===== src/assert_macros.svh =====
// ----------------------------------------------------------------------------
// assert_macros.svh
// Concurrent assertion macros shared by the RTL; empty under synthesis.
// ----------------------------------------------------------------------------
`ifndef ASSERT_MACROS_SVH
`define ASSERT_MACROS_SVH
`ifndef SYNTHESIS
// same-cycle implication
`define ASSERT_IMPLIES(lbl, clk, rst, ante, cons, msg) \
  lbl: assert property (@(posedge clk) disable iff (rst) (ante) |-> (cons)) \
    else $error(msg);
// next-cycle implication
`define ASSERT_NEXT(lbl, clk, rst, ante, cons, msg) \
  lbl: assert property (@(posedge clk) disable iff (rst) (ante) |=> (cons)) \
    else $error(msg);
`else
`define ASSERT_IMPLIES(lbl, clk, rst, ante, cons, msg)
`define ASSERT_NEXT(lbl, clk, rst, ante, cons, msg)
`endif
`endif


===== src/csd_pkg.sv =====
// ----------------------------------------------------------------------------
// csd_pkg
// Types and sizing constants of the contour segment decomposer.
// ----------------------------------------------------------------------------
package csd_pkg;

  // sizing
  localparam int CONTOUR_POINTS = 64;
  localparam int COORD_BITS     = 16;
  localparam int PT_IDX_W       = $clog2(CONTOUR_POINTS);
  localparam int CNT_W          = $clog2(CONTOUR_POINTS + 1);
  localparam int STEP_W         = $clog2(2 * CONTOUR_POINTS);
  localparam int RAM_DEPTH      = 2 * CONTOUR_POINTS;
  localparam int RAM_AW         = PT_IDX_W + 1;
  localparam int PT_W           = 2 * COORD_BITS + 1;

  typedef logic signed [COORD_BITS-1:0] coord_t;

  // input point
  typedef struct packed {
    coord_t x_coord;
    coord_t y_coord;
    logic   on_curve;
    logic   contour_end;
  } pt_in_t;

  // stored point
  typedef struct packed {
    coord_t x;
    coord_t y;
    logic   on;
  } point_t;

  // output segment
  typedef struct packed {
    logic   seg_kind;
    coord_t first_x;
    coord_t first_y;
    coord_t second_x;
    coord_t second_y;
    coord_t third_x;
    coord_t third_y;
    logic   last_of_contour;
    logic   overflow;
  } seg_t;

  // closed contour waiting for the walk
  typedef struct packed {
    logic             bank;
    logic [CNT_W-1:0] n_points;
    logic             any_on;
    logic             ovf;
  } job_t;

  // point store write request
  typedef struct packed {
    logic              en;
    logic [RAM_AW-1:0] addr;
    point_t            data;
  } ram_wr_t;

endpackage


===== src/csd_back.sv =====
// ----------------------------------------------------------------------------
// csd_back
// Walks a stored contour and emits lines and quadratic Beziers.
// ----------------------------------------------------------------------------
module csd_back import csd_pkg::*; (
  input  logic              clk,
  input  logic              rst,
  input  logic              head_valid,
  input  job_t              head,
  output logic              pop,
  output logic              rd_en,
  output logic [RAM_AW-1:0] rd_addr,
  input  point_t            rd_data,
  output logic              seg_valid,
  input  logic              seg_stall,
  output seg_t              seg_data
);

  localparam logic [1:0] ST_IDLE = 2'd0;
  localparam logic [1:0] ST_READ = 2'd1;
  localparam logic [1:0] ST_PROC = 2'd2;

  localparam logic SEG_LINE = 1'b0;
  localparam logic SEG_QUAD = 1'b1;

  // midpoint rounded half away from zero
  function automatic coord_t mid_round(coord_t a, coord_t b);
    logic signed [COORD_BITS:0] s;
    logic signed [COORD_BITS:0] s_p1;
    s    = {a[COORD_BITS-1], a} + {b[COORD_BITS-1], b};
    s_p1 = s + 1'b1;
    return s[COORD_BITS] ? s[COORD_BITS:1] : s_p1[COORD_BITS:1];
  endfunction

  logic [1:0]        state;
  logic [STEP_W-1:0] step;
  coord_t            start_x;
  coord_t            start_y;
  coord_t            ctrl_x;
  coord_t            ctrl_y;
  logic              have_ctrl;

  logic [STEP_W-1:0] n_ext;
  logic [STEP_W-1:0] idx_wide;
  logic              in_proc;
  logic              first_pt;
  logic              at_end;
  logic              need_emit;
  logic              slot_free;
  logic              go;
  logic              finish;
  logic              emit;
  coord_t            mid_x;
  coord_t            mid_y;
  seg_t              seg_next;

  // point index wraps within the contour
  assign n_ext    = STEP_W'(head.n_points);
  assign idx_wide = (step < n_ext) ? step : step - n_ext;
  assign rd_addr  = {head.bank, idx_wide[PT_IDX_W-1:0]};
  assign rd_en    = state == ST_READ;

  // walk step decisions
  assign in_proc   = state == ST_PROC;
  assign first_pt  = step == '0;
  assign at_end    = step >= n_ext;
  assign need_emit = !first_pt && (rd_data.on || have_ctrl);
  assign slot_free = !seg_valid || !seg_stall;
  assign go        = !need_emit || slot_free;
  assign emit      = in_proc && need_emit && slot_free;
  assign finish    = in_proc && go && !first_pt && rd_data.on && at_end;
  assign pop       = (state == ST_IDLE && head_valid && !head.any_on) || finish;

  assign mid_x = mid_round(ctrl_x, rd_data.x);
  assign mid_y = mid_round(ctrl_y, rd_data.y);

  // segment for the current point
  always_comb begin
    seg_next.seg_kind        = rd_data.on ? (have_ctrl ? SEG_QUAD : SEG_LINE) : SEG_QUAD;
    seg_next.first_x         = start_x;
    seg_next.first_y         = start_y;
    seg_next.second_x        = have_ctrl ? ctrl_x : rd_data.x;
    seg_next.second_y        = have_ctrl ? ctrl_y : rd_data.y;
    seg_next.third_x         = rd_data.on ? (have_ctrl ? rd_data.x : '0) : mid_x;
    seg_next.third_y         = rd_data.on ? (have_ctrl ? rd_data.y : '0) : mid_y;
    seg_next.last_of_contour = rd_data.on && at_end;
    seg_next.overflow        = head.ovf;
  end

  // sequencer and output register control
  always_ff @(posedge clk) begin
    if (rst) begin
      state     <= ST_IDLE;
      have_ctrl <= 1'b0;
      seg_valid <= 1'b0;
    end else begin
      if (emit) begin
        seg_valid <= 1'b1;
      end else if (seg_valid && !seg_stall) begin
        seg_valid <= 1'b0;
      end
      unique case (state)
        ST_IDLE: begin
          if (head_valid && head.any_on) begin
            state <= ST_READ;
          end
        end
        ST_READ: begin
          state <= ST_PROC;
        end
        ST_PROC: begin
          if (go) begin
            if (first_pt || rd_data.on) begin
              have_ctrl <= 1'b0;
            end else begin
              have_ctrl <= 1'b1;
            end
            state <= finish ? ST_IDLE : ST_READ;
          end
        end
        default: begin
          state <= ST_IDLE;
        end
      endcase
    end
  end

  // walk datapath
  always_ff @(posedge clk) begin
    if (emit) begin
      seg_data <= seg_next;
    end
    if (state == ST_IDLE) begin
      step <= '0;
    end else if (in_proc && go) begin
      step <= step + 1'b1;
      if (first_pt || rd_data.on) begin
        start_x <= rd_data.x;
        start_y <= rd_data.y;
      end else begin
        if (have_ctrl) begin
          start_x <= mid_x;
          start_y <= mid_y;
        end
        ctrl_x <= rd_data.x;
        ctrl_y <= rd_data.y;
      end
    end
  end

endmodule


===== config.mk =====
export PLATFORM = sky130hd
export DESIGN_NAME = csd_back
export DESIGN_NICKNAME = d
export VERILOG_FILES = /design/src/assert_macros.svh /design/src/csd_pkg.sv /design/src/csd_back.sv
export SDC_FILE = /design/constraint.sdc
export NUM_CORES = 1
export LEC_CHECK = 0
export BUFFER_PORTS_ARGS = -buffer_cell sky130_fd_sc_hd__buf_2
export CORE_AREA = 2 2 127 129
export DETAILED_ROUTE_END_ITERATION = 10
export DIE_AREA = 0 0 129 131
export HOLD_SLACK_MARGIN = 0.08
export PLACE_DENSITY = 0.86
export SLEW_MARGIN = 10
export SYNTH_ARGS = -nofsm -noshare
export SYNTH_HDL_FRONTEND = slang
export SYNTH_SLANG_ARGS = --single-unit

===== constraint.sdc =====
create_clock -name clk -period 16.5 [get_ports clk]
set_input_delay 3.3 -clock clk [delete_from_list [all_inputs] [get_ports clk]]
set_output_delay 3.3 -clock clk [all_outputs]
set_load 0.005 [all_outputs]

==> PnR_summary.wiki, run 1 <==
{| class="wikitable"
! Metric !! Value
|-
| Final Routed Wirelength || 22180 um
|-
| Width of the die || 129 um
|-
| Total Routing Usage GR || 26.74%
|-
| Final routed DRC violation total || 0
|-
| Beginning of the worst register-to-register path || have_ctrl$_SDFFE_PP0P_
|-
| Post-Place Cell Area || 10440 um2
|-
| RSZ-0062 raised after global routing || no
|-
| Total overflow reported by the global router || 0
|-
| Mean cell area of the mapped netlist || 11.58 um2
|-
| Area of the core || 15600 um2
|-
| Critical Path End Type || output pin
|-
| Crit Path Max Fanout || 6
|-
| Part of the power in registers || 49.9%
|-
| Setup Total Neg Slack || 0 ns
|-
| Routed wire length per instance || 18.55 um
|-
| Max-slew violations || 0
|-
| Max_slew headroom || 25.92%
|-
| Dominant synthesized flop cell || sky130_fd_sc_hd__edfxtp_1
|-
| Half-perimeter wire length of the detailed placement result || 15170 um
|-
| Sinks on Clock Net || 174
|-
| Number of global-route vias before repair || 6841
|-
| Maxcap violations || 0
|-
| Bufs on Longest Clock Path || 2
|-
| Internal reg-to-reg setup slack || 12.88 ns
|-
| DRC violation total after the first TritonRoute iteration || 622
|-
| Initial core utilization || 60.86%
|-
| Share of post-route cells with drive strength above 1 || 26.43%
|-
| Via count || 7284
|-
| Die Ht || 131 um
|-
| Number of enable flip-flop cells after synthesis || 163
|-
| Placement Setup Slack || 7.703 ns
|-
| Total CTS buffers || 17
|-
| Syn Std Cell Area || 9493 um2
|-
| Final setup fails || 0
|-
| Setup fix buffers added after clock tree synthesis || 0
|-
| Worst Skew || 0.006997 ns
|-
| GPL Wtd Cong || 0.9264
|-
| Leakage power of the design || 4.190 nW
|-
| Clock tree from TritonCTS || built
|-
| Worst setup slack after layout || 7.691 ns
|-
| Clk slew on worst S/H paths || 0.07 ns
|-
| Share of the yosys chip area belonging to registers || 53.88%
|-
| Diode insertion count for antenna repair || 0
|-
| Achievable clock frequency || 113.5 MHz
|-
| Net count of the finished layout || 1060
|-
| Antenna violations before repair || 0
|-
| Source-to-sink clock delay at the later pin of the worst-skew pair || 0.43 ns
|-
| Area growth from synthesis to layout || 15.96%
|-
| Post-DR vias/cell || 6.090
|-
| Hold Crit Start || start_x[6]$_DFFE_PP_
|-
| Internal Power || 731.9 uW
|-
| Final clock period utilization by the worst path || 53.39%
|-
| Flop and latch count out of synthesis || 174
|-
| Synth top area cells || sky130_fd_sc_hd__edfxtp_1 (52%), sky130_fd_sc_hd__ha_1 (5.7%), sky130_fd_sc_hd__mux2_2 (4.3%)
|-
| Post-DRT Antenna Nets || 0
|-
| Switching power as a share of total power || 24.76%
|-
| Critical path data required time || 13.20 ns
|-
| Worst setup path class || in2out
|-
| PortBufs || 153
|-
| Largest net degree at the start of global routing || 68
|-
| Area share of the largest cell type after synthesis || 51.56%
|-
| Die area || 16900 um2
|-
| Worst hold path endpoint || seg_data[88]$_DFFE_PP_
|-
| Cell depth of the worst flop-to-flop path || 4
|-
| Net Count, Synth || 913
|-
| Site row count || 46
|-
| Total number of yosys warnings || 0
|-
| DRT Pass-1 Iters || 6
|-
| Arrival time reported for the critical path endpoint || 5.51 ns
|-
| Sw power || 240.8 uW
|-
| Largest vdd supply drop || 0.06519 mV
|-
| Total count of hold-check failures in the final report || 0
|-
| Share of synthesized registers carrying an async set or reset || 0%
|-
| Run status || finished clean
|-
| Number of levels the H-tree was split into || 4
|-
| Synth area leader || sky130_fd_sc_hd__edfxtp_1
|-
| Cell count after synthesis || 820
|-
| End of the worst register-to-register path || seg_data[34]$_DFFE_PP_
|-
| Post-CTS Hold Fix Bufs || 0
|-
| Resized cells post-CTS || 0
|-
| Gate power share || 10.1%
|-
| Worst hold path depth || 0
|-
| Final instance area || 11010 um2
|-
| Part of the total power dissipated in the clock network || 40.0%
|-
| Power per Cell Area || 88.36 nW/um2
|-
| Final critical-path required period || 8.809 ns
|-
| First-pass GRT wire length || 34800 um
|-
| Top-level port count || 156
|-
| Post-layout power || 972.7 uW
|-
| Cell at the root of the clock tree || sky130_fd_sc_hd__clkbuf_16
|-
| Class of the tightest hold or removal check || reg2reg
|-
| Slew @ Worst Pin || 1.109 ns
|-
| Kind of start point of the critical path || primary input
|-
| Number of distinct library cells after synthesis || 79
|}
## placed cells by master, fill, tap and decap left out, types with 5 or more instances in the layout
cell type / count
sky130_fd_sc_hd__edfxtp_1: 163
sky130_fd_sc_hd__buf_2: 153
sky130_fd_sc_hd__nand2_1: 96
sky130_fd_sc_hd__o21ai_0: 72
sky130_fd_sc_hd__ha_1: 43
sky130_fd_sc_hd__nor2_1: 40
sky130_fd_sc_hd__mux2_2: 36
sky130_fd_sc_hd__a21oi_1: 28
sky130_fd_sc_hd__xnor2_1: 27
sky130_fd_sc_hd__inv_1: 23
sky130_fd_sc_hd__xor2_1: 23
sky130_fd_sc_hd__nand3_1: 20
sky130_fd_sc_hd__clkbuf_16: 17
sky130_fd_sc_hd__a211oi_1: 13
sky130_fd_sc_hd__nand4_1: 11
sky130_fd_sc_hd__nor4_1: 10
sky130_fd_sc_hd__a21o_1: 10
sky130_fd_sc_hd__dfxtp_1: 10
sky130_fd_sc_hd__a31oi_1: 9
sky130_fd_sc_hd__nor3_1: 9
sky130_fd_sc_hd__and3_1: 8
sky130_fd_sc_hd__and2_1: 8
sky130_fd_sc_hd__nor2b_1: 7
sky130_fd_sc_hd__nand3b_1: 7
sky130_fd_sc_hd__or3_1: 6
sky130_fd_sc_hd__mux2i_1: 6
sky130_fd_sc_hd__buf_4: 6
sky130_fd_sc_hd__o21a_1: 5
sky130_fd_sc_hd__o21ai_1: 5
sky130_fd_sc_hd__nand2b_1: 5
sky130_fd_sc_hd__and4_1: 5
sky130_fd_sc_hd__or2_2: 5
sky130_fd_sc_hd__a211o_1: 5
## worst max-delay path, stage by stage
cell and delay (ns):
sky130_fd_sc_hd__buf_2 0.11, sky130_fd_sc_hd__inv_1 0.05, sky130_fd_sc_hd__ha_1 0.30, sky130_fd_sc_hd__nor2b_1 0.13, sky130_fd_sc_hd__o21ai_0 0.19, sky130_fd_sc_hd__a21boi_0 0.14
sky130_fd_sc_hd__o21ai_0 0.25, sky130_fd_sc_hd__a21boi_0 0.16, sky130_fd_sc_hd__o21ai_0 0.22, sky130_fd_sc_hd__nand2_1 0.23, sky130_fd_sc_hd__mux2_2 0.32, sky130_fd_sc_hd__buf_2 0.12
## flip-flops by register name, indices dropped and copies added, names as in the netlist
name       count
seg_data      99
ctrl_x        16
ctrl_y        16
start_x       16
start_y       16
step           7
state          2
have_ctrl      1
seg_valid      1
## worst max-delay path by stage
stage / start / to / slack [ns] / cells past startpoint
2_1_floorplan: rd_data[0] / seg_data[0]$_DFFE_PP_ / 7.59 / 3
3_3_place_gp: head[3] / rd_addr[4] / 7.82 / 12
3_5_place_dp: head[3] / rd_addr[3] / 7.70 / 12
4_1_cts: head[3] / rd_addr[3] / 7.69 / 12
5_1_grt: head[3] / rd_addr[2] / 7.36 / 12
6_report: head[3] / rd_addr[2] / 7.69 / 12
## routing by layer
| layer | up-vias | track usage (%) | wire length, um |
|---|---|---|---|
| met4 | 0 | 8.376 | 406 |
| met3 | 42 | 4.764 | 1542 |
| met5 | - | 0 | 0 |
| met1 | 3506 | 37.30 | 9810 |
| met2 | 332 | 43.17 | 10420 |
| li1 | 3404 | - | - |
## final cells by class
type                            instances  area, um2
Fill cell                            1158       4589
Timing Repair Buffer                  159      810.8
Sequential cell                       174       5116
Tap cell                              216      270.3
Clock buffer                           17      425.4
Multi-Input combinational cell        592       4160
Clock inverter                         15      138.9
Inverter                               23      86.33
## cell families after synthesis
logic type | after synthesis | share of synthesized area (%)
adders and majority gates | 46 | 6.300
AOI/OAI and AO/OA | 192 | 13.39
and+or+nand+nor | 262 | 14.47
xor gates and xnor gates | 50 | 4.613
buffers and inverters | 54 | 2.438
DFF | 174 | 53.88
muxes | 42 | 4.903
## cells in the mapped netlist (5+ instances only)
cell,n
sky130_fd_sc_hd__a211o_1,5
sky130_fd_sc_hd__a211oi_1,13
sky130_fd_sc_hd__a21o_1,10
sky130_fd_sc_hd__a21oi_1,29
sky130_fd_sc_hd__a31oi_1,9
sky130_fd_sc_hd__and2_1,8
sky130_fd_sc_hd__and3_1,8
sky130_fd_sc_hd__and4_1,5
sky130_fd_sc_hd__clkbuf_1,23
sky130_fd_sc_hd__dfxtp_1,11
sky130_fd_sc_hd__edfxtp_1,163
sky130_fd_sc_hd__ha_1,43
sky130_fd_sc_hd__inv_1,23
sky130_fd_sc_hd__mux2_2,36
sky130_fd_sc_hd__mux2i_1,6
sky130_fd_sc_hd__nand2_1,97
sky130_fd_sc_hd__nand2b_1,5
sky130_fd_sc_hd__nand3_1,20
sky130_fd_sc_hd__nand3b_1,7
sky130_fd_sc_hd__nand4_1,11
sky130_fd_sc_hd__nor2_1,40
sky130_fd_sc_hd__nor2b_1,7
sky130_fd_sc_hd__nor3_1,9
sky130_fd_sc_hd__nor4_1,10
sky130_fd_sc_hd__o21a_1,5
sky130_fd_sc_hd__o21ai_0,72
sky130_fd_sc_hd__o21ai_1,5
sky130_fd_sc_hd__or2_2,5
sky130_fd_sc_hd__or3_1,6
sky130_fd_sc_hd__xnor2_1,27
sky130_fd_sc_hd__xor2_1,23
## metrics by stage
| stage | cells | util, % | hold slack [ns] |
|---|---|---|---|
| after CTS | 1196 | 70.58 | 0.4167 |
| after detailed placement | 1164 | 66.96 | 0.4054 |
| after global placement | 1164 | 66.96 | 0.4010 |
| after global routing | 1196 | 70.58 | 0.4212 |
| final | 1196 | 70.58 | 0.4186 |
| after floorplan | 820 | - | 0.4003 |
## power by group through the flow
| stage | Clock [mW] | Combinational, mW | Sequential, mW |
|---|---|---|---|
| 2_1_floorplan | 0 | 0.0675 | 0.494 |
| 3_3_place_gp | 0 | 0.0930 | 0.495 |
| 3_5_place_dp | 0 | 0.0954 | 0.495 |
| 4_1_cts | 0.391 | 0.0967 | 0.485 |
| 5_1_grt | 0.408 | 0.108 | 0.485 |
| 6_report | 0.389 | 0.0982 | 0.485 |
Power figures use the tool's default switching activity.
==> run 2, diff against run 1 <==
- ABC_AREA: not set -> 1
- CORE_AREA: 2 2 127 129 -> 2 2 142 144
- DIE_AREA: 0 0 129 131 -> 0 0 144 146
- PLACE_DENSITY: 0.86 -> 0.76
- clock period: 16.5 -> 8.1 ns (I/O delays scaled with it)
==> PnR_summary.wiki, run 2 <==
{| class="wikitable"
! Metric !! Value
|-
| Final Routed Wirelength || 24410 um (+10%)
|-
| Class of the tightest hold or removal check || reg2reg
|-
| Mean cell area of the mapped netlist || 8.760 um2 (-24%)
|-
| Total number of yosys warnings || 0 (unchanged)
|-
| Power per Cell Area || 177.2 nW/um2 (+100%)
|-
| Area growth from synthesis to layout || 16.62%
|-
| Largest vdd supply drop || 0.1442 mV (+120%)
|-
| Maxcap violations || 0 (unchanged)
|-
| Register with the highest flop count || seg_data
|-
| Total Routing Usage GR || 24.03% (-2.7 points)
|-
| Worst setup path class || in2out
|-
| Resized cells post-CTS || 0 (unchanged)
|-
| Antenna violations before repair || 0 (unchanged)
|-
| Cell count after synthesis || 1133 (+38%)
|-
| Share of the yosys chip area belonging to registers || 51.54% (-2.3 points)
|-
| GPL Wtd Cong || 0.9084 (-1.9%)
|-
| Max_slew headroom || 20.48% (-5.4 points)
|-
| Setup Total Neg Slack || 0 ns (unchanged)
|-
| Number of distinct library cells after synthesis || 41 (-48%)
|-
| Dominant synthesized flop cell || sky130_fd_sc_hd__edfxtp_1
|-
| Via count || 8102 (+11%)
|-
| Share of synthesized registers carrying an async set or reset || 0% (unchanged)
|-
| Kind of start point of the critical path || primary input
|-
| Most frequent cells in the layout || sky130_fd_sc_hd__nand2_1 (371), sky130_fd_sc_hd__edfxtp_1 (163), sky130_fd_sc_hd__buf_2 (153)
|-
| First-pass GRT wire length || 39210 um (+13%)
|-
| Slew @ Worst Pin || 1.190 ns (+0.08130 ns)
|-
| Synth top cells by count || sky130_fd_sc_hd__nand2_1 (371), sky130_fd_sc_hd__edfxtp_1 (163), sky130_fd_sc_hd__inv_1 (134)
|-
| Top-level port count || 156 (unchanged)
|-
| Synth top area cells || sky130_fd_sc_hd__edfxtp_1 (49%), sky130_fd_sc_hd__nand2_1 (14%), sky130_fd_sc_hd__ha_1 (5.4%)
|-
| Max-slew violations || 0 (unchanged)
|-
| Final clock period utilization by the worst path || 64.69%
|-
| Critical Path End Type || output pin
|-
| Synth area leader || sky130_fd_sc_hd__edfxtp_1
|-
| DRT Pass-1 Iters || 5 (-1)
|-
| Largest net degree at the start of global routing || 91 (+34%)
|-
| RSZ-0062 raised after global routing || no
|-
| Final critical-path required period || 5.240 ns
|-
| Fillers || 1703 (+47%)
|-
| Worst Skew || 0.008425 ns (+0.001428 ns)
|-
| Source-to-sink clock delay at the later pin of the worst-skew pair || 0.43 ns (about the same)
|-
| Net count of the finished layout || 1381 (+30%)
|-
| Worst setup slack after layout || 2.860 ns (-4.831 ns)
|-
| Cell count after placement || 1534 (+32%)
|-
| Run status || finished clean
|-
| Hold Crit Start || start_x[13]$_DFFE_PP_
|-
| Area share of the largest cell type after synthesis || 49.32% (-2.2 points)
|-
| Number of global-route vias before repair || 7775 (+14%)
|-
| Diode insertion count for antenna repair || 0 (unchanged)
|-
| Total CTS buffers || 17 (unchanged)
|-
| Crit Path Max Fanout || 13 (+7)
|-
| Half-perimeter wire length of the detailed placement result || 18150 um (+20%)
|-
| Post-CTS Hold Fix Bufs || 0 (unchanged)
|-
| Site row count || 51 (+11%)
|-
| Final instance count without filler cells || 1566 (+31%)
|-
| Total count of hold-check failures in the final report || 0 (unchanged)
|-
| Die Ht || 146 um (+11%)
|-
| Post-DRT Antenna Nets || 0 (unchanged)
|-
| Critical path data required time || 6.48 ns (-6.72 ns)
|-
| Total overflow reported by the global router || 0 (unchanged)
|-
| Sinks on Clock Net || 174 (unchanged)
|-
| Final design utilization || 59.86% (-11 points)
|-
| Net Count, Synth || 1226 (+34%)
|-
| Clock tree from TritonCTS || built
|-
| Final setup fails || 0 (unchanged)
|-
| Die area || 21020 um2 (+24%)
|-
| Syn Std Cell Area || 9925 um2 (+4.5%)
|-
| Flip-flop count of the largest register after layout || 99 (unchanged)
|-
| Placement Setup Slack || 2.688 ns (-5.014 ns)
|-
| Clk slew on worst S/H paths || 0.07 ns (about the same)
|-
| Share of post-route cells with drive strength above 1 || 20.75% (-5.7 points)
|-
| Achievable clock frequency || 190.9 MHz
|-
| Area of the core || 19330 um2 (+24%)
|-
| Number of enable flip-flop cells after synthesis || 163 (unchanged)
|-
| Routed wire length per instance || 15.59 um (-16%)
|-
| Most frequently used cell type in the post-synthesis netlist || sky130_fd_sc_hd__nand2_1
|-
| Commonest non-fill, non-tap cell in the layout || sky130_fd_sc_hd__nand2_1
|-
| Number of levels the H-tree was split into || 4 (unchanged)
|-
| DRC violation total after the first TritonRoute iteration || 637 (+2.4%)
|-
| Initial core utilization || 51.33% (-9.5 points)
|-
| Flop and latch count out of synthesis || 174 (unchanged)
|-
| Cell at the root of the clock tree || sky130_fd_sc_hd__clkbuf_16
|-
| Beginning of the worst register-to-register path || step[1]$_SDFFE_PP0P_
|-
| Width of the die || 144 um (+12%)
|-
| Arrival time reported for the critical path endpoint || 3.62 ns (-1.89 ns)
|-
| PortBufs || 153 (unchanged)
|-
| Bufs on Longest Clock Path || 2 (unchanged)
|-
| Setup fix buffers added after clock tree synthesis || 0 (unchanged)
|-
| Leakage power of the design || 5.171 nW (+23%)
|-
| Final routed DRC violation total || 0 (unchanged)
|-
| Post-DR vias/cell || 5.174 (-15%)
|-
| Critical Path Source || head[4]
|}
## run 2: area by class of cell
cell class                 instances  area (um2)  area share [%]
tap                              265       331.6           2.865
multi-input combinational        794        4195           36.25
clock inverter                    15       166.4           1.438
inverter                         144       543.0           4.692
clock buffer                      17       425.4           3.676
timing repair buffer             157       795.8           6.876
sequential                       174        5116           44.21
## run 2: worst paths after layout
| path | to | slack [ns] | cells past startpoint |
|---|---|---|---|
| hold / removal | seg_data[95]$_DFFE_PP_ | 0.42 | 0 |
| setup reg to reg | start_y[10]$_DFFE_PP_ | 4.79 | 6 |
| hold reg to reg | seg_data[95]$_DFFE_PP_ | 0.42 | 0 |
| setup / recovery | pop | 2.86 | 13 |
## run 2: logic make-up after synthesis
group	Yosys count	synth area share [%]
flip-flops	174	51.54
adder cells (fa/ha/maj)	46	6.026
XOR/XNOR	20	1.765
AND/OR/NAND/NOR	593	26.80
AO/OA/AOI/OAI	133	7.211
buffers and inverters	165	6.455
multiplexers	2	0.2017
## run 2: critical path, stage by stage
cell	delay, ns
sky130_fd_sc_hd__buf_2	0.07
sky130_fd_sc_hd__inv_1	0.04
sky130_fd_sc_hd__ha_1	0.34
sky130_fd_sc_hd__nand2_1	0.06
sky130_fd_sc_hd__o21ai_0	0.34
sky130_fd_sc_hd__nand4_1	0.14
sky130_fd_sc_hd__o211ai_1	0.40
sky130_fd_sc_hd__a21o_1	0.14
sky130_fd_sc_hd__nand2_1	0.06
sky130_fd_sc_hd__nor2_1	0.14
sky130_fd_sc_hd__nand2_1	0.07
sky130_fd_sc_hd__o21ai_0	0.06
sky130_fd_sc_hd__buf_2	0.13
## run 2: metrics by stage
stage	area [um2]	power [mW]	hold slack [ns]
finish	11570	2.050	0.4204
global route	11570	2.123	0.4243
CTS	11570	2.060	0.4208
detailed placement	10980	1.245	0.4045
global placement	10980	1.241	0.4049
floorplan	9925	1.177	0.4003
## run 2: routing by layer
metal  up-vias  wire [um]  track usage, %  part of all wire, %
li1       4052          -               -                    -
met1      3739      10650           32.45                   44
met2       278      11810           39.60                   48
met3        33       1417           3.718                  5.8
met5         -          0               0                    0
met4         0        539           7.990                  2.2
## run 2: power breakdown
part / internal (mW) / switching, mW
combinational: 0.0747 / 0.156
clock: 0.460 / 0.362
sequential: 0.994 / 0.00433
total: 1.53 / 0.522
==> run 3, diff against run 2 <==
- ABC_AREA: 1 -> 0
- CORE_AREA: 2 2 142 144 -> 2 2 133 135
- DIE_AREA: 0 0 144 146 -> 0 0 135 137
- PLACE_DENSITY: 0.76 -> 0.79
- clock period: 8.1 -> 5.1 ns (I/O delays scaled with it)
==> PnR_summary.wiki, run 3 (synthesis gave the netlist of run 1 again) <==
{| class="wikitable"
! Metric !! Value
|-
| Via count || 7198 (-11%)
|-
| Final design utilization || 65.08% (+5.2 points)
|-
| Total count of hold-check failures in the final report || 0 (unchanged)
|-
| Kind of start point of the critical path || primary input
|-
| Critical path data required time || 4.08 ns (-2.40 ns)
|-
| Critical Path End Type || output pin
|-
| Cell at the root of the clock tree || sky130_fd_sc_hd__clkbuf_16
|-
| Number of levels the H-tree was split into || 4 (unchanged)
|-
| Largest net degree at the start of global routing || 65 (-29%)
|-
| PortBufs || 153 (unchanged)
|-
| Cell occurring most often along the worst timing path || sky130_fd_sc_hd__o21ai_0
|-
| Run status || finished clean
|-
| Commonest non-fill, non-tap cell in the layout || sky130_fd_sc_hd__edfxtp_1
|-
| Flip-flop count of the largest register after layout || 99 (unchanged)
|-
| Crit-path max cell delay || 0.33 ns (-0.07 ns)
|-
| Total CTS buffers || 17 (unchanged)
|-
| Cell type of the slowest stage on the worst timing path || sky130_fd_sc_hd__mux2_2
|-
| Clock tree from TritonCTS || built
|-
| Worst setup path class || in2out
|-
| Hold Crit Start || start_y[2]$_DFFE_PP_
|-
| Final Routed Wirelength || 22490 um (-7.9%)
|-
| Resized cells post-CTS || 0 (unchanged)
|-
| Site row count || 48 (-5.9%)
|-
| Post-Place Cell Area || 10520 um2 (-4.2%)
|-
| Kind of cell adding the most delay to the critical path || compound AO/OA/AOI/OAI gates
|-
| Maxcap violations || 0 (unchanged)
|-
| Area growth from synthesis to layout || 16.94%
|-
| Worst hold path endpoint || seg_data[68]$_DFFE_PP_
|-
| Register with the highest flop count || seg_data
|-
| Half-perimeter wire length of the detailed placement result || 15560 um (-14%)
|-
| Sw power || 782.7 uW (+50%)
|-
| Final routed DRC violation total || 0 (unchanged)
|-
| Setup fix buffers added after clock tree synthesis || 0 (unchanged)
|-
| End of the worst register-to-register path || seg_data[31]$_DFFE_PP_
|-
| Largest vdd supply drop || 0.2263 mV (+57%)
|-
| Sinks on Clock Net || 174 (unchanged)
|-
| Clk slew on worst S/H paths || 0.06 ns (about the same)
|-
| Placement Setup Slack || 0.8535 ns (-1.835 ns)
|-
| Arrival time reported for the critical path endpoint || 3.25 ns (-0.37 ns)
|-
| Net count of the finished layout || 1063 (-23%)
|-
| Die Ht || 137 um (-6.2%)
|-
| Cell depth of the worst flop-to-flop path || 10 (+4)
|-
| DRC violation total after the first TritonRoute iteration || 572 (-10%)
|-
| Width of the die || 135 um (-6.3%)
|-
| Most frequent cells in the layout || sky130_fd_sc_hd__edfxtp_1 (163), sky130_fd_sc_hd__buf_2 (153), sky130_fd_sc_hd__nand2_1 (96)
|-
| Worst Skew || 0.009935 ns (+0.001510 ns)
|-
| Max-slew violations || 0 (unchanged)
|-
| Total overflow reported by the global router || 0 (unchanged)
|-
| Max_slew headroom || 25.85% (+5.4 points)
|-
| Post-CTS Hold Fix Bufs || 0 (unchanged)
|-
| Slew @ Worst Pin || 1.110 ns (-0.08022 ns)
|-
| Power per Cell Area || 288.8 nW/um2 (+63%)
|-
| Switching power as a share of total power || 24.42% (-1.1 points)
|-
| Bufs on Longest Clock Path || 2 (unchanged)
|-
| Initial core utilization || 55.66% (+4.3 points)
|-
| Final setup fails || 0 (unchanged)
|-
| Part of the total power dissipated in the clock network || 41.1% (+1.0 points)
|-
| First-pass GRT wire length || 35690 um (-9.0%)
|-
| Source-to-sink clock delay at the later pin of the worst-skew pair || 0.44 ns (about the same)
|-
| Achievable clock frequency || 234.2 MHz
|-
| DRT Pass-1 Iters || 5 (unchanged)
|-
| Setup Total Neg Slack || 0 ns (unchanged)
|-
| Buf+Inv Stages, Crit Path || 3 (unchanged)
|-
| Die area || 18500 um2 (-12%)
|-
| Post-DRT Antenna Nets || 0 (unchanged)
|-
| Gate power share || 9.9% (-1.3 points)
|-
| Worst setup slack after layout || 0.8306 ns (-2.030 ns)
|-
| Post-layout power || 3.206 mW (+56%)
|-
| RSZ-0062 raised after global routing || no
|-
| Class of the tightest hold or removal check || reg2reg
|-
| Fillers || 1352 (-21%)
|-
| Top-level port count || 156 (unchanged)
|-
| Worst hold path depth || 0 (unchanged)
|-
| GPL Wtd Cong || 0.9597 (+5.6%)
|-
| Final clock period utilization by the worst path || 83.71%
|-
| Hold Slack || 0.4213 ns (+0.0009200 ns)
|-
| Number of global-route vias before repair || 6711 (-14%)
|-
| Share of post-route cells with drive strength above 1 || 26.35% (+5.6 points)
|-
| Leakage power of the design || 4.229 nW (-18%)
|-
| Crit Path Max Fanout || 6 (-7)
|-
| Crit path cell chain || buf_2 > inv_1 > ha_1 > nor2b_1 > o21ai_0 > a21boi_0 > o21ai_0 > a21boi_0 > o21ai_0 > nand2_1 > mux2_2 > buf_2
|-
| Internal reg-to-reg setup slack || 1.49 ns (-3.30 ns)
|-
| Beginning of the worst register-to-register path || ctrl_x[0]$_DFFE_PP_
|-
| Final instance count without filler cells || 1208 (-23%)
|-
| Final critical-path required period || 4.269 ns
|-
| Antenna violations before repair || 0 (unchanged)
|-
| Cell count after placement || 1176 (-23%)
|-
| Diode insertion count for antenna repair || 0 (unchanged)
|-
| Total Routing Usage GR || 24.83% (+0.80 points)
|-
| Part of the power in registers || 48.9% (+0.2 points)
|-
| Area of the core || 17060 um2 (-12%)
|-
| Post-DR vias/cell || 5.959 (+15%)
|-
| Final instance area || 11100 um2 (-4.1%)
|-
| Routed wire length per instance || 18.62 um (+19%)
|-
| Internal Power || 2.423 mW (+59%)
|}
## run 3: cell count changes in the layout (fill, tap and decap cells not counted), sizes merged, moves of 11 or more
| cell | change |
|---|---|
| a211oi | +15 |
| a21oi | -11 |
| inv | -115 |
| mux2 | +36 |
| nand2 | -311 |
| nand3 | -70 |
| nor2 | -28 |
| nor4 | +13 |
| xnor2 | +20 |
## run 3: per-layer routing
metal / global-route usage (%) / routed length, um / part of all wire (%)
met2: 38.58 / 10200 / 45
met1: 35.82 / 10420 / 46
met3: 4.630 / 1503 / 6.7
met4: 7.176 / 370 / 1.6
met5: 0 / 0 / 0
## run 3: worst register-to-register path, delay by kind of cell, from the launching register on
| kind | cells | cell delay (ns) |
|---|---|---|
| compound gates | 3 | 0.81 |
| fa+ha+maj | 2 | 0.69 |
| flops | 1 | 0.39 |
| simple gates | 5 | 1.45 |
## run 3: how the worst max path moves through the flow
| stage | start | to | cells after the start |
|---|---|---|---|
| 6_report | head[3] | rd_addr[3] | 12 |
| 5_1_grt | head[3] | rd_addr[4] | 12 |
| 4_1_cts | head[3] | rd_addr[3] | 12 |
| 3_5_place_dp | rd_data[17] | seg_data[32]$_DFFE_PP_ | 10 |
| 3_3_place_gp | head[3] | rd_addr[5] | 12 |
| 2_1_floorplan | rd_data[0] | seg_data[0]$_DFFE_PP_ | 3 |
## run 3: area by class of cell
class,instances,area (um2),share of cell area [%]
clock buffers,19,432.9,3.900
clock inverters,13,152.6,1.375
inverters,23,86.33,0.7777
multi-input cells,592,4160,37.48
flip-flops and latches,174,5116,46.09
well taps,225,281.5,2.536
repair buffers,162,870.8,7.845
## run 3: power by group through the flow
| stage | logic (mW) | clock network (mW) | registers (mW) |
|---|---|---|---|
| floorplan | 0.218 | 0 | 1.60 |
| global placement | 0.304 | 0 | 1.60 |
| detailed placement | 0.310 | 0 | 1.60 |
| CTS | 0.314 | 1.33 | 1.57 |
| global route | 0.353 | 1.38 | 1.57 |
| finish | 0.319 | 1.32 | 1.57 |
